[config.mk]
export PLATFORM = sky130hd
export DESIGN_NAME = vector_normalize_2d
export DESIGN_NICKNAME = d
export VERILOG_FILES = /design/src/rtl/vn2d_pkg.sv /design/src/rtl/vn2d_ctrl.sv /design/src/rtl/vn2d_datapath.sv /design/src/rtl/vector_normalize_2d.sv
export SDC_FILE = /design/constraint.sdc
export NUM_CORES = 2
export LEC_CHECK = 0
export ABC_AREA = 1
export BUFFER_PORTS_ARGS = -buffer_cell sky130_fd_sc_hd__buf_2
export CAP_MARGIN = 15
export CORE_ASPECT_RATIO = 1.4
export CORE_MARGIN = 8
export CORE_UTILIZATION = 65
export DETAILED_ROUTE_END_ITERATION = 10
export PLACE_DENSITY = 0.83
export RECOVER_POWER = 50
export SLEW_MARGIN = 10
export SYNTH_ARGS = -nofsm -noshare
export SYNTH_HDL_FRONTEND = slang
export SYNTH_HIERARCHICAL = 1
export SYNTH_SLANG_ARGS = --single-unit
[constraint.sdc]
create_clock -name clk_i -period 7.6 [get_ports clk_i]
set_input_delay 0.76 -clock clk_i [delete_from_list [all_inputs] [get_ports clk_i]]
set_output_delay 0.76 -clock clk_i [all_outputs]
set_load 0.1 [all_outputs]
[src/rtl/vn2d_pkg.sv]
// ---------------------------------------------------------------------------
// vn2d_pkg: shared types and constants of the 2D vector normalizer
// Controller states, command and status bundles, configuration defaults.
// ---------------------------------------------------------------------------
package vn2d_pkg;

  localparam int COORD_BITS_DEF      = 16;
  localparam int RATIO_FRAC_BITS_DEF = 14;

  localparam int               SCALE_W     = 16;
  localparam logic [SCALE_W-1:0] SCALE_RESET = 16'd256;

  typedef enum logic [2:0] {
    ST_IDLE,
    ST_SQUARE,
    ST_SUM,
    ST_SQRT,
    ST_SCALE,
    ST_DIVIDE,
    ST_DONE
  } vn2d_state_e;

  typedef struct packed {
    logic load_in;
    logic square;
    logic sum;
    logic sqrt_step;
    logic scale;
    logic div_step;
    logic div_first;
    logic load_out;
  } vn2d_cmd_t;

  typedef struct packed {
    logic mag_zero;
  } vn2d_status_t;

endpackage

[src/rtl/vn2d_ctrl.sv]
// ---------------------------------------------------------------------------
// vn2d_ctrl: sequencer of the 2D vector normalizer
// Walks one transaction through square, sum, root, scale and, unless the magnitude is zero, divide steps.
// ---------------------------------------------------------------------------
module vn2d_ctrl #(
  parameter int COORD_BITS      = vn2d_pkg::COORD_BITS_DEF,
  parameter int RATIO_FRAC_BITS = vn2d_pkg::RATIO_FRAC_BITS_DEF
) (
  input  logic                  clk_i,
  input  logic                  rst_ni,
  input  logic                  in_valid_i,
  output logic                  in_stall_o,
  output logic                  out_valid_o,
  input  logic                  out_stall_i,
  input  vn2d_pkg::vn2d_status_t status_i,
  output vn2d_pkg::vn2d_cmd_t    cmd_o
);

  localparam int SqrtIters = COORD_BITS + 1;
  localparam int DivIters  = RATIO_FRAC_BITS + 1;
  localparam int IterMax   = (SqrtIters > DivIters) ? SqrtIters : DivIters;
  localparam int CntW      = $clog2(IterMax);

  localparam logic [CntW-1:0] SqrtLast = CntW'(SqrtIters - 1);
  localparam logic [CntW-1:0] DivLast  = CntW'(DivIters - 1);

  vn2d_pkg::vn2d_state_e state_q, state_d;
  logic [CntW-1:0]       cnt_q, cnt_d;
  logic                  out_valid_q, out_valid_d;
  logic                  out_free;

  assign out_free = !out_valid_q || !out_stall_i;

  always_comb begin
    state_d = state_q;
    cnt_d   = cnt_q;
    unique case (state_q)
      vn2d_pkg::ST_IDLE: begin
        if (in_valid_i) state_d = vn2d_pkg::ST_SQUARE;
      end
      vn2d_pkg::ST_SQUARE: state_d = vn2d_pkg::ST_SUM;
      vn2d_pkg::ST_SUM: begin
        state_d = vn2d_pkg::ST_SQRT;
        cnt_d   = SqrtLast;
      end
      vn2d_pkg::ST_SQRT: begin
        if (cnt_q == '0) state_d = vn2d_pkg::ST_SCALE;
        else cnt_d = cnt_q - 1'b1;
      end
      vn2d_pkg::ST_SCALE: begin
        if (status_i.mag_zero) begin
          state_d = vn2d_pkg::ST_DONE;
        end else begin
          state_d = vn2d_pkg::ST_DIVIDE;
          cnt_d   = DivLast;
        end
      end
      vn2d_pkg::ST_DIVIDE: begin
        if (cnt_q == '0) state_d = vn2d_pkg::ST_DONE;
        else cnt_d = cnt_q - 1'b1;
      end
      vn2d_pkg::ST_DONE: begin
        if (out_free) state_d = vn2d_pkg::ST_IDLE;
      end
      default: state_d = vn2d_pkg::ST_IDLE;
    endcase
  end

  always_comb begin
    cmd_o      = '0;
    in_stall_o = 1'b1;
    unique case (state_q)
      vn2d_pkg::ST_IDLE: begin
        in_stall_o    = 1'b0;
        cmd_o.load_in = in_valid_i;
      end
      vn2d_pkg::ST_SQUARE: cmd_o.square    = 1'b1;
      vn2d_pkg::ST_SUM:    cmd_o.sum       = 1'b1;
      vn2d_pkg::ST_SQRT:   cmd_o.sqrt_step = 1'b1;
      vn2d_pkg::ST_SCALE:  cmd_o.scale     = 1'b1;
      vn2d_pkg::ST_DIVIDE: begin
        cmd_o.div_step  = 1'b1;
        cmd_o.div_first = (cnt_q == DivLast);
      end
      vn2d_pkg::ST_DONE:   cmd_o.load_out  = out_free;
      default: cmd_o = '0;
    endcase
  end

  // Set on a new result, drop once the sink takes it.
  assign out_valid_d = cmd_o.load_out || (out_valid_q && out_stall_i);
  assign out_valid_o = out_valid_q;

  always_ff @(posedge clk_i or negedge rst_ni) begin
    if (!rst_ni) begin
      state_q     <= vn2d_pkg::ST_IDLE;
      cnt_q       <= '0;
      out_valid_q <= 1'b0;
    end else begin
      state_q     <= state_d;
      cnt_q       <= cnt_d;
      out_valid_q <= out_valid_d;
    end
  end

endmodule

[src/rtl/vn2d_datapath.sv]
// ---------------------------------------------------------------------------
// vn2d_datapath: arithmetic of the 2D vector normalizer
// Differences, squares, bit-serial root, scale product, two serial dividers.
// ---------------------------------------------------------------------------
module vn2d_datapath #(
  parameter int COORD_BITS      = vn2d_pkg::COORD_BITS_DEF,
  parameter int RATIO_FRAC_BITS = vn2d_pkg::RATIO_FRAC_BITS_DEF
) (
  input  logic                                clk_i,
  input  logic                                rst_ni,
  input  logic                                cfg_we_i,
  input  logic [vn2d_pkg::SCALE_W-1:0]        cfg_wdata_i,
  input  logic signed [COORD_BITS-1:0]        dest_x_i,
  input  logic signed [COORD_BITS-1:0]        dest_y_i,
  input  logic signed [COORD_BITS-1:0]        pos_x_i,
  input  logic signed [COORD_BITS-1:0]        pos_y_i,
  input  vn2d_pkg::vn2d_cmd_t                 cmd_i,
  output vn2d_pkg::vn2d_status_t              status_o,
  output logic signed [COORD_BITS:0]          delta_x_o,
  output logic signed [COORD_BITS:0]          delta_y_o,
  output logic [COORD_BITS:0]                 magnitude_o,
  output logic [COORD_BITS+8:0]               scaled_magnitude_o,
  output logic signed [RATIO_FRAC_BITS+1:0]   ratio_x_o,
  output logic signed [RATIO_FRAC_BITS+1:0]   ratio_y_o,
  output logic                                zero_length_o
);

  localparam int C      = COORD_BITS;
  localparam int DW     = C + 1;
  localparam int MW     = C + 1;
  localparam int SW     = C + 9;
  localparam int RW     = RATIO_FRAC_BITS + 2;
  localparam int QW     = RATIO_FRAC_BITS + 1;
  localparam int SQ_W   = 2 * C;
  localparam int RAD_W  = 2 * C + 2;
  localparam int REM_W  = C + 4;
  localparam int DREM_W = C + 2;
  localparam int PW     = MW + vn2d_pkg::SCALE_W;

  logic [vn2d_pkg::SCALE_W-1:0] scale_q;
  logic [DW-1:0]    dx_q, dy_q;
  logic [C-1:0]     ax_q, ay_q;
  logic [SQ_W-1:0]  sqx_q, sqy_q;
  logic [RAD_W-1:0] rad_q;
  logic [REM_W-1:0] srem_q;
  logic [MW-1:0]    root_q;
  logic [SW-1:0]    scaled_q;
  logic [DREM_W-1:0] xrem_q, yrem_q;
  logic [QW-1:0]    qx_q, qy_q;
  logic [RW-1:0]    held_x_q, held_y_q;

  logic [DW-1:0]    ax_full, ay_full;
  logic [C-1:0]     ax_w, ay_w;
  logic [SQ_W-1:0]  sqx, sqy;
  logic [REM_W-1:0] srem_sh, trial;
  logic             root_ge;
  logic [PW-1:0]    prod;
  logic [DREM_W-1:0] msor, tx, ty;
  logic             gex, gey;
  logic [RW-1:0]    rx, ry, ratio_x_new, ratio_y_new;
  logic             mag_zero;

  assign ax_full = dx_q[DW-1] ? (~dx_q + 1'b1) : dx_q;
  assign ay_full = dy_q[DW-1] ? (~dy_q + 1'b1) : dy_q;
  assign ax_w    = ax_full[C-1:0];
  assign ay_w    = ay_full[C-1:0];
  assign sqx     = ax_w * ax_w;
  assign sqy     = ay_w * ay_w;

  // Restoring root: bring down two radicand bits, try (root << 2) | 1.
  assign srem_sh = {srem_q[REM_W-3:0], rad_q[RAD_W-1 -: 2]};
  assign trial   = {1'b0, root_q, 2'b01};
  assign root_ge = (srem_sh >= trial);

  assign mag_zero          = (root_q == '0);
  assign status_o.mag_zero = mag_zero;

  assign prod = root_q * scale_q;

  // Magnitude bounds each component, so the first step needs no shift.
  assign msor = {1'b0, root_q};
  assign tx   = cmd_i.div_first ? xrem_q : {xrem_q[DREM_W-2:0], 1'b0};
  assign ty   = cmd_i.div_first ? yrem_q : {yrem_q[DREM_W-2:0], 1'b0};
  assign gex  = (tx >= msor);
  assign gey  = (ty >= msor);

  assign rx          = {1'b0, qx_q};
  assign ry          = {1'b0, qy_q};
  assign ratio_x_new = dx_q[DW-1] ? (~rx + 1'b1) : rx;
  assign ratio_y_new = dy_q[DW-1] ? (~ry + 1'b1) : ry;

  always_ff @(posedge clk_i or negedge rst_ni) begin
    if (!rst_ni) begin
      scale_q  <= vn2d_pkg::SCALE_RESET;
      held_x_q <= '0;
      held_y_q <= '0;
    end else begin
      if (cfg_we_i) scale_q <= cfg_wdata_i;
      if (cmd_i.load_out && !mag_zero) begin
        held_x_q <= ratio_x_new;
        held_y_q <= ratio_y_new;
      end
    end
  end

  always_ff @(posedge clk_i) begin
    if (cmd_i.load_in) begin
      dx_q <= {dest_x_i[C-1], dest_x_i} - {pos_x_i[C-1], pos_x_i};
      dy_q <= {dest_y_i[C-1], dest_y_i} - {pos_y_i[C-1], pos_y_i};
    end
    if (cmd_i.square) begin
      ax_q  <= ax_w;
      ay_q  <= ay_w;
      sqx_q <= sqx;
      sqy_q <= sqy;
    end
    if (cmd_i.sum) begin
      rad_q  <= {1'b0, ({1'b0, sqx_q} + {1'b0, sqy_q})};
      srem_q <= '0;
      root_q <= '0;
    end
    if (cmd_i.sqrt_step) begin
      rad_q  <= {rad_q[RAD_W-3:0], 2'b00};
      srem_q <= root_ge ? (srem_sh - trial) : srem_sh;
      root_q <= {root_q[MW-2:0], root_ge};
    end
    if (cmd_i.scale) begin
      scaled_q <= prod[PW-1:8];
      xrem_q   <= {2'b00, ax_q};
      yrem_q   <= {2'b00, ay_q};
      qx_q     <= '0;
      qy_q     <= '0;
    end
    if (cmd_i.div_step) begin
      xrem_q <= gex ? (tx - msor) : tx;
      yrem_q <= gey ? (ty - msor) : ty;
      qx_q   <= {qx_q[QW-2:0], gex};
      qy_q   <= {qy_q[QW-2:0], gey};
    end
    if (cmd_i.load_out) begin
      delta_x_o          <= dx_q;
      delta_y_o          <= dy_q;
      magnitude_o        <= root_q;
      scaled_magnitude_o <= scaled_q;
      ratio_x_o          <= mag_zero ? held_x_q : ratio_x_new;
      ratio_y_o          <= mag_zero ? held_y_q : ratio_y_new;
      zero_length_o      <= mag_zero;
    end
  end

endmodule

[src/rtl/vector_normalize_2d.sv]
// ---------------------------------------------------------------------------
// vector_normalize_2d: 2D difference, length, scaled length and unit direction
// Takes one transaction at a time and stalls the input until back in idle;
// root and dividers iterate, and a zero-length vector skips the divide.
// Reset: rst_ni async low; idle, no result, scale 1.0, held ratios zero.
// ---------------------------------------------------------------------------
module vector_normalize_2d #(
  parameter int COORD_BITS      = vn2d_pkg::COORD_BITS_DEF,
  parameter int RATIO_FRAC_BITS = vn2d_pkg::RATIO_FRAC_BITS_DEF
) (
  input  logic                              clk_i,
  input  logic                              rst_ni,
  // configuration: scale_factor, unsigned Q8.8
  input  logic                              cfg_we_i,
  input  logic [vn2d_pkg::SCALE_W-1:0]      cfg_wdata_i,
  // input channel
  input  logic                              in_valid_i,
  output logic                              in_stall_o,
  input  logic signed [COORD_BITS-1:0]      dest_x_i,
  input  logic signed [COORD_BITS-1:0]      dest_y_i,
  input  logic signed [COORD_BITS-1:0]      pos_x_i,
  input  logic signed [COORD_BITS-1:0]      pos_y_i,
  // result channel
  output logic                              out_valid_o,
  input  logic                              out_stall_i,
  output logic signed [COORD_BITS:0]        delta_x_o,
  output logic signed [COORD_BITS:0]        delta_y_o,
  output logic [COORD_BITS:0]               magnitude_o,
  output logic [COORD_BITS+8:0]             scaled_magnitude_o,
  output logic signed [RATIO_FRAC_BITS+1:0] ratio_x_o,
  output logic signed [RATIO_FRAC_BITS+1:0] ratio_y_o,
  output logic                              zero_length_o
);

  // Flow of one transaction:
  //   accept     latch dest - pos for both axes
  //   square     take absolute values and square them (one multiplier each)
  //   sum        load the radicand into the root shift register
  //   root       COORD_BITS+1 restoring steps, two radicand bits per step
  //   scale      form magnitude * scale >> 8, seed both dividers
  //   divide     RATIO_FRAC_BITS+1 restoring steps, x and y side by side
  //   done       move results into the output register once it is free
  // A zero magnitude skips the divide and repeats the held ratios.
  //
  // The output register decouples the sink: the sequencer returns to idle
  // and takes the next transaction while a result still waits there.

  vn2d_pkg::vn2d_cmd_t    cmd;
  vn2d_pkg::vn2d_status_t status;

  vn2d_ctrl #(
    .COORD_BITS      (COORD_BITS),
    .RATIO_FRAC_BITS (RATIO_FRAC_BITS)
  ) u_vn2d_ctrl (
    .clk_i       (clk_i),
    .rst_ni      (rst_ni),
    .in_valid_i  (in_valid_i),
    .in_stall_o  (in_stall_o),
    .out_valid_o (out_valid_o),
    .out_stall_i (out_stall_i),
    .status_i    (status),
    .cmd_o       (cmd)
  );

  // Scale register lives with the datapath; the user must write it only while idle, the block does not enforce this.
  vn2d_datapath #(
    .COORD_BITS      (COORD_BITS),
    .RATIO_FRAC_BITS (RATIO_FRAC_BITS)
  ) u_vn2d_datapath (
    .clk_i              (clk_i),
    .rst_ni             (rst_ni),
    .cfg_we_i           (cfg_we_i),
    .cfg_wdata_i        (cfg_wdata_i),
    .dest_x_i           (dest_x_i),
    .dest_y_i           (dest_y_i),
    .pos_x_i            (pos_x_i),
    .pos_y_i            (pos_y_i),
    .cmd_i              (cmd),
    .status_o           (status),
    .delta_x_o          (delta_x_o),
    .delta_y_o          (delta_y_o),
    .magnitude_o        (magnitude_o),
    .scaled_magnitude_o (scaled_magnitude_o),
    .ratio_x_o          (ratio_x_o),
    .ratio_y_o          (ratio_y_o),
    .zero_length_o      (zero_length_o)
  );

endmodule

[Word level (Yosys, flattened, before mapping)]
Cells that the tools add are included.
Word-level totals
  logic and storage cells: 119
  input bits: 85
  register bits: 456
Cells by class
  $mul: 3
  magnitude comparators: 3
  reduce and logical (&&, ||, !) cells: 16
  bitwise operators: 4
  equal/unequal tests: 13
  add/sub/neg operators: 11
  muxes and demuxes: 41
Operator list (number)
  $mux 18: 11
  $mux 16: 6
  $mux 34: 2
  $add 16x1->16 const B: 4
  $mul 16x16->32: 2
  $mux 15: 3
  $ge 18x17->1: 2
  $sub 18x17->18: 2
  $mux 17: 2
  $sub 16x16->17: 2
  $add 32x32->33: 1
  $mul 17x16->33: 1
  $not 15->16: 2
  $not 16->16: 2
  $pmux 3 s7: 1
  $ge 20x19->1: 1
  $sub 18x18->18: 1
  $logic_not 17->1: 1
  $pmux 5 s3: 1
  $mux 3: 4
  $mux 5: 2
  $eq 3x3->1 const B: 3
  $mux 1: 7
  $eq 3x2->1 const B: 2
  other kinds (16): 26

[Logic depth before layout (Yosys ltp)]
  word-level depth: 6
  mapped depth: 37

[Cells and area by module]
The synthesis kept the hierarchy.
Modules (own cells, without submodules)
  vn2d_datapath: area an instance 49271.0 µm², cells an instance 6096, seq. area each 13043.8 µm², times used 1
  vn2d_ctrl: area an instance 664.4 µm², cells an instance 97, seq. area each 225.2 µm², times used 1

[Least setup slack after synthesis]
Ideal clock, no wire load.
  kind: reg2reg
  from: register u_vn2d_datapath.dy_q[0]
  to: register u_vn2d_datapath.sqy_q[30], data pin
  stages on the path, launching flop included: 30
  required time: 7.348 ns
  path slack: 0.878 ns
  library setup time: 0.252 ns
  buffers on the path: 2
  period minus slack after synthesis: 6.722 ns
  arrival time: 6.470 ns
  cell sequence: edfxtp_1 inv_2 clkbuf_1 ha_1 nand2_1 nor2_1 nand2_1 nand2_2 nand2_1 nor2_1 xnor2_1 buf_2 nand2_1 fa_1 fa_1 inv_1 fa_1 fa_1 fa_1 inv_1 fa_1 inv_1 ha_1 a21o_1 a21boi_0 o21bai_1 a21oi_1 nand2_1 nand2_1 nand2_1
On the way
  cells in the longest elaborated chain, start to end: 4
RTL lines
  start: declaration: RTL line vn2d_datapath.sv:41  | logic [DW-1:0] dx_q, dy_q;
  start signal: assignment: RTL line vn2d_datapath.sv:109  | dy_q <= {dest_y_i[C-1], dest_y_i} - {pos_y_i[C-1], pos_y_i};
  $not 16->16: RTL line vn2d_datapath.sv:64  | assign ay_full = dy_q[DW-1] ? (~dy_q + 1'b1) : dy_q;
  $add 16x1->16: RTL line vn2d_datapath.sv:64
  $mux 16: RTL line vn2d_datapath.sv:64
  via u_vn2d_datapath.ay_full[12]: RTL line vn2d_datapath.sv:52  | logic [DW-1:0] ax_full, ay_full;
  $mul 16x16->32: RTL line vn2d_datapath.sv:68  | assign sqy = ay_w * ay_w;
  via u_vn2d_datapath.sqy[30]: RTL line vn2d_datapath.sv:54  | logic [SQ_W-1:0] sqx, sqy;
  end signal: assignment: RTL line vn2d_datapath.sv:115  | sqy_q <= sqy;
  end: declaration: RTL line vn2d_datapath.sv:43  | logic [SQ_W-1:0] sqx_q, sqy_q;
The timed path passes the listed nets, and every way through them passes these cells.
A chain may end at the register's enable or synchronous reset.

[Worst setup path in the final report]
  from: register u_vn2d_datapath.dy_q[0]
  to: register u_vn2d_datapath.sqy_q[18], data pin
On the way
  cells in the longest elaborated chain, start to end: 4
RTL lines (RTL line)
  $not 16->16: vn2d_datapath.sv:64
  $add 16x1->16: vn2d_datapath.sv:64
  $mux 16 (*): vn2d_datapath.sv:64
  $mul 16x16->32 (*): vn2d_datapath.sv:68
  via u_vn2d_datapath.sqy[18]: vn2d_datapath.sv:54
Mark *: on every way through the listed nets, which the timed path passes. The rest lies on a longest branch.

==> out/results.tsv <==
metric	value	unit
Starting Density	0.655	
Clk pin slew, worst setup/hold paths	0.06	ns
Vias	41358	
Max clock buf depth	3	
layout cells sized above 1	0.0486	
worst reg2reg startpoint	u_vn2d_datapath/dy_q[0]$_DFFE_PP_	
commonest cells after routing, fill and taps aside	nand2_1, inv_1, fa_1, nor2_1, ha_1	
Synth-to-Final Area Change	6.82	%
Residual DRC	0	
total global-route track usage	0.324	
r2r setup slk	0.41	ns
CP peak stage delay	0.54	ns
Tmin final	7.19	ns
Die Width	250	um
total die area	86100	um^2
most common library cell in the layout ignoring fill and taps	nand2_1	
grt ovf	0	
failing checks	capacitance limit, slew limit	
first-pass GRT wire length	221000	um
critical path's top delay family	adder cells	
CTS buffer count	47	
Clock Sinks	452	
DP HPWL	110000	um
Arr. time, crit path	7.54	ns
port bufs	195	
CTS Root Cell	clkbuf_16	
Gate Count Post-Synth	6193	
Hold Startpoint	cfg_wdata_i[1]	
Core ar.	76300	um^2
number of detailed-route iterations in the first pass	6	
dpl cell area	51900	um^2
WP data required	7.95	ns
slew margin rel.	-1.44	
DR iter-0 viols	2719	
Seq/Total Area, Yosys	0.266	
Synth Area per Inst	8.06	um^2
initial antenna violation count	0	
design area	53300	um^2
Post-Route Utilization	0.699	
Endpoint, Worst Hold	u_vn2d_datapath/scale_q[1]$_DFFE_PN0P_	
worst path buffer plus inverter count	9	
H-tree Lvls	2	
Async SR Flop Fraction	0.126	
largest net degree at the start of global routing	72	
Die Height	344	um
Worst Hold Class	in -> reg	
wire per inst	18.7	um
Nets	7376	
Slew @ Worst Pin	3.67	ns
reg2reg end	u_vn2d_datapath/sqy_q[18]$_DFFE_PP_	
synthesized area	49900	um^2
Yosys warnings	6	
Reg2Reg Depth	27	
Worst path slowest cell	fa_1	
gpl congestion	0.984	
ys flop type	edfxtp_1	
Critical Path Fanout Max	18	
RSZ-0062 raised after global routing	false	
FP Rows	120	
# IOs	196	
ant diodes	0	
CTS tree	yes	
Worst Hold Path Cells	2	
CP Launch Type	flop	
number of global-route vias before repair	43707	
maximum clock rate	139	MHz
setup bufs post-CTS	0	
Final setup violation count	0	
Critical Path Sink Type	flop	
Hold Vio Cnt, Final	0	
Vias/cell	5.62	
final period utilization	0.946	
Max Cap Viol	7	
Unique masters post-synth	56	
Synth Register Bits	452	
Worst-Skew Late Latency	0.63	ns
final WL	137000	um
Post-synth EDFFs	393	
Setup TNS	0	ns
kind of critical path	reg -> reg	
Final Skew	0.0310	ns
Syn Nets	7228	
status	finished with violations	
fin. max-slew vios	303	
antenna viol nets, final	0	
[per-layer routing]
metal  GRT usage  up-vias  wire [um]
li1            -    19320          -
met1       0.330    19691      46700
met2       0.593     1716      70100
met3      0.0475      631       8280
met4       0.248        0      12400
met5           0        -          0
[registers in the layout, indices dropped and copies added (netlist names), 16 cells and up]
signal,flops
u_vn2d_datapath/rad_q,34
u_vn2d_datapath/sqx_q,30
u_vn2d_datapath/sqy_q,30
u_vn2d_datapath/scaled_magnitude_o,25
u_vn2d_datapath/scaled_q,25
u_vn2d_datapath/srem_q,18
u_vn2d_datapath/xrem_q,18
u_vn2d_datapath/yrem_q,18
u_vn2d_datapath/delta_x_o,17
u_vn2d_datapath/delta_y_o,17
u_vn2d_datapath/dx_q,17
u_vn2d_datapath/dy_q,17
u_vn2d_datapath/magnitude_o,17
u_vn2d_datapath/root_q,17
u_vn2d_datapath/ax_q,16
u_vn2d_datapath/ay_q,16
u_vn2d_datapath/held_x_q,16
u_vn2d_datapath/held_y_q,16
u_vn2d_datapath/ratio_x_o,16
u_vn2d_datapath/ratio_y_o,16
u_vn2d_datapath/scale_q,16
[worst max-delay path by stage]
| stage | startpoint | endpoint | cells past startpoint |
|---|---|---|---|
| after CTS | u_vn2d_datapath/dy_q[0]$_DFFE_PP_ | u_vn2d_datapath/sqy_q[30]$_DFFE_PP_ | 29 |
| after floorplan | u_vn2d_datapath/dy_q[0]$_DFFE_PP_ | u_vn2d_datapath/sqy_q[30]$_DFFE_PP_ | 29 |
| final | u_vn2d_datapath/dy_q[0]$_DFFE_PP_ | u_vn2d_datapath/sqy_q[18]$_DFFE_PP_ | 27 |
| after global placement | u_vn2d_datapath/dy_q[0]$_DFFE_PP_ | u_vn2d_datapath/sqy_q[30]$_DFFE_PP_ | 29 |
| after detailed placement | u_vn2d_datapath/dy_q[0]$_DFFE_PP_ | u_vn2d_datapath/sqy_q[30]$_DFFE_PP_ | 29 |
| after global routing | u_vn2d_datapath/dx_q[16]$_DFFE_PP_ | u_vn2d_datapath/sqx_q[30]$_DFFE_PP_ | 25 |
[Yosys cell counts, types with 3 or more instances]
library cell | count | share of area
nand2_2 | 10 | 0.0013
dfrtp_1 | 56 | 0.028
nand3_2 | 3 | 0.00060
nand3_1 | 243 | 0.024
a21oi_1 | 215 | 0.022
nand3_4 | 3 | 0.0011
o21a_1 | 5 | 0.00075
xor2_1 | 99 | 0.017
o22ai_1 | 3 | 0.00038
inv_1 | 1361 | 0.10
fa_1 | 535 | 0.21
buf_6 | 4 | 0.00090
o21ai_1 | 15 | 0.0015
buf_2 | 49 | 0.0049
nand2_1 | 1667 | 0.13
and2_1 | 4 | 0.00050
nand4_1 | 53 | 0.0066
and3_1 | 3 | 0.00038
edfxtp_1 | 393 | 0.24
ha_1 | 415 | 0.10
a21o_1 | 18 | 0.0027
nor3_1 | 44 | 0.0044
a31oi_1 | 5 | 0.00063
o21ai_0 | 219 | 0.022
xor2_2 | 3 | 0.00098
a21boi_0 | 5 | 0.00075
mux2_2 | 16 | 0.0036
clkbuf_1 | 81 | 0.0061
clkinv_1 | 6 | 0.00045
buf_4 | 11 | 0.0017
xnor2_1 | 43 | 0.0075
nor4_1 | 7 | 0.00088
inv_2 | 25 | 0.0019
buf_1 | 7 | 0.00053
nand3b_1 | 32 | 0.0048
o21bai_1 | 22 | 0.0033
o31ai_1 | 7 | 0.0011
nor2_1 | 437 | 0.033
or2_2 | 35 | 0.0044
nand2_4 | 4 | 0.00090
nor2_2 | 9 | 0.0011
[layout make-up]
type | count | area (um^2)
clock inverters | 36 | 489
repair buffers | 252 | 1180
clock buffers | 52 | 1230
flip-flops and latches | 452 | 13300
fillers | 6204 | 22900
multi-input cells | 4196 | 30700
well taps | 976 | 1220
inverters | 1392 | 5230
[kinds of logic (layout without fill, tap and decap cells)]
logic type / count (synthesis) / count (layout) / share of synthesized area
adders and majority gates: 950 / 950 / 0.318
AOI/OAI and AO/OA: 525 / 525 / 0.0569
muxes: 16 / 16 / 0.00361
DFF: 452 / 452 / 0.266
and+or+nand+nor: 2559 / 2559 / 0.210
xor gates and xnor gates: 146 / 146 / 0.0262
buffers and inverters: 1545 / 1732 / 0.119
[what timing repair did]
action / in CTS / in global routing
setup endpoints to repair: 0 / 4
hold buffers: 0 / 0
resized for setup: 0 / 2
[through the flow]
step | worst slack, ns | cells | hold slack [ns]
2_1_floorplan | 0.878 | 6193 | 0.400
3_3_place_gp | 0.305 | 7267 | 0.400
3_5_place_dp | 0.148 | 7267 | 0.405
4_1_cts | 0.113 | 7355 | 0.333
5_1_grt | 0.0369 | 7356 | 0.371
6_report | 0.412 | 7356 | 0.370
Power is not shown: default switching activity piles up to over one toggle a cycle in this logic, so the estimate is an artifact.
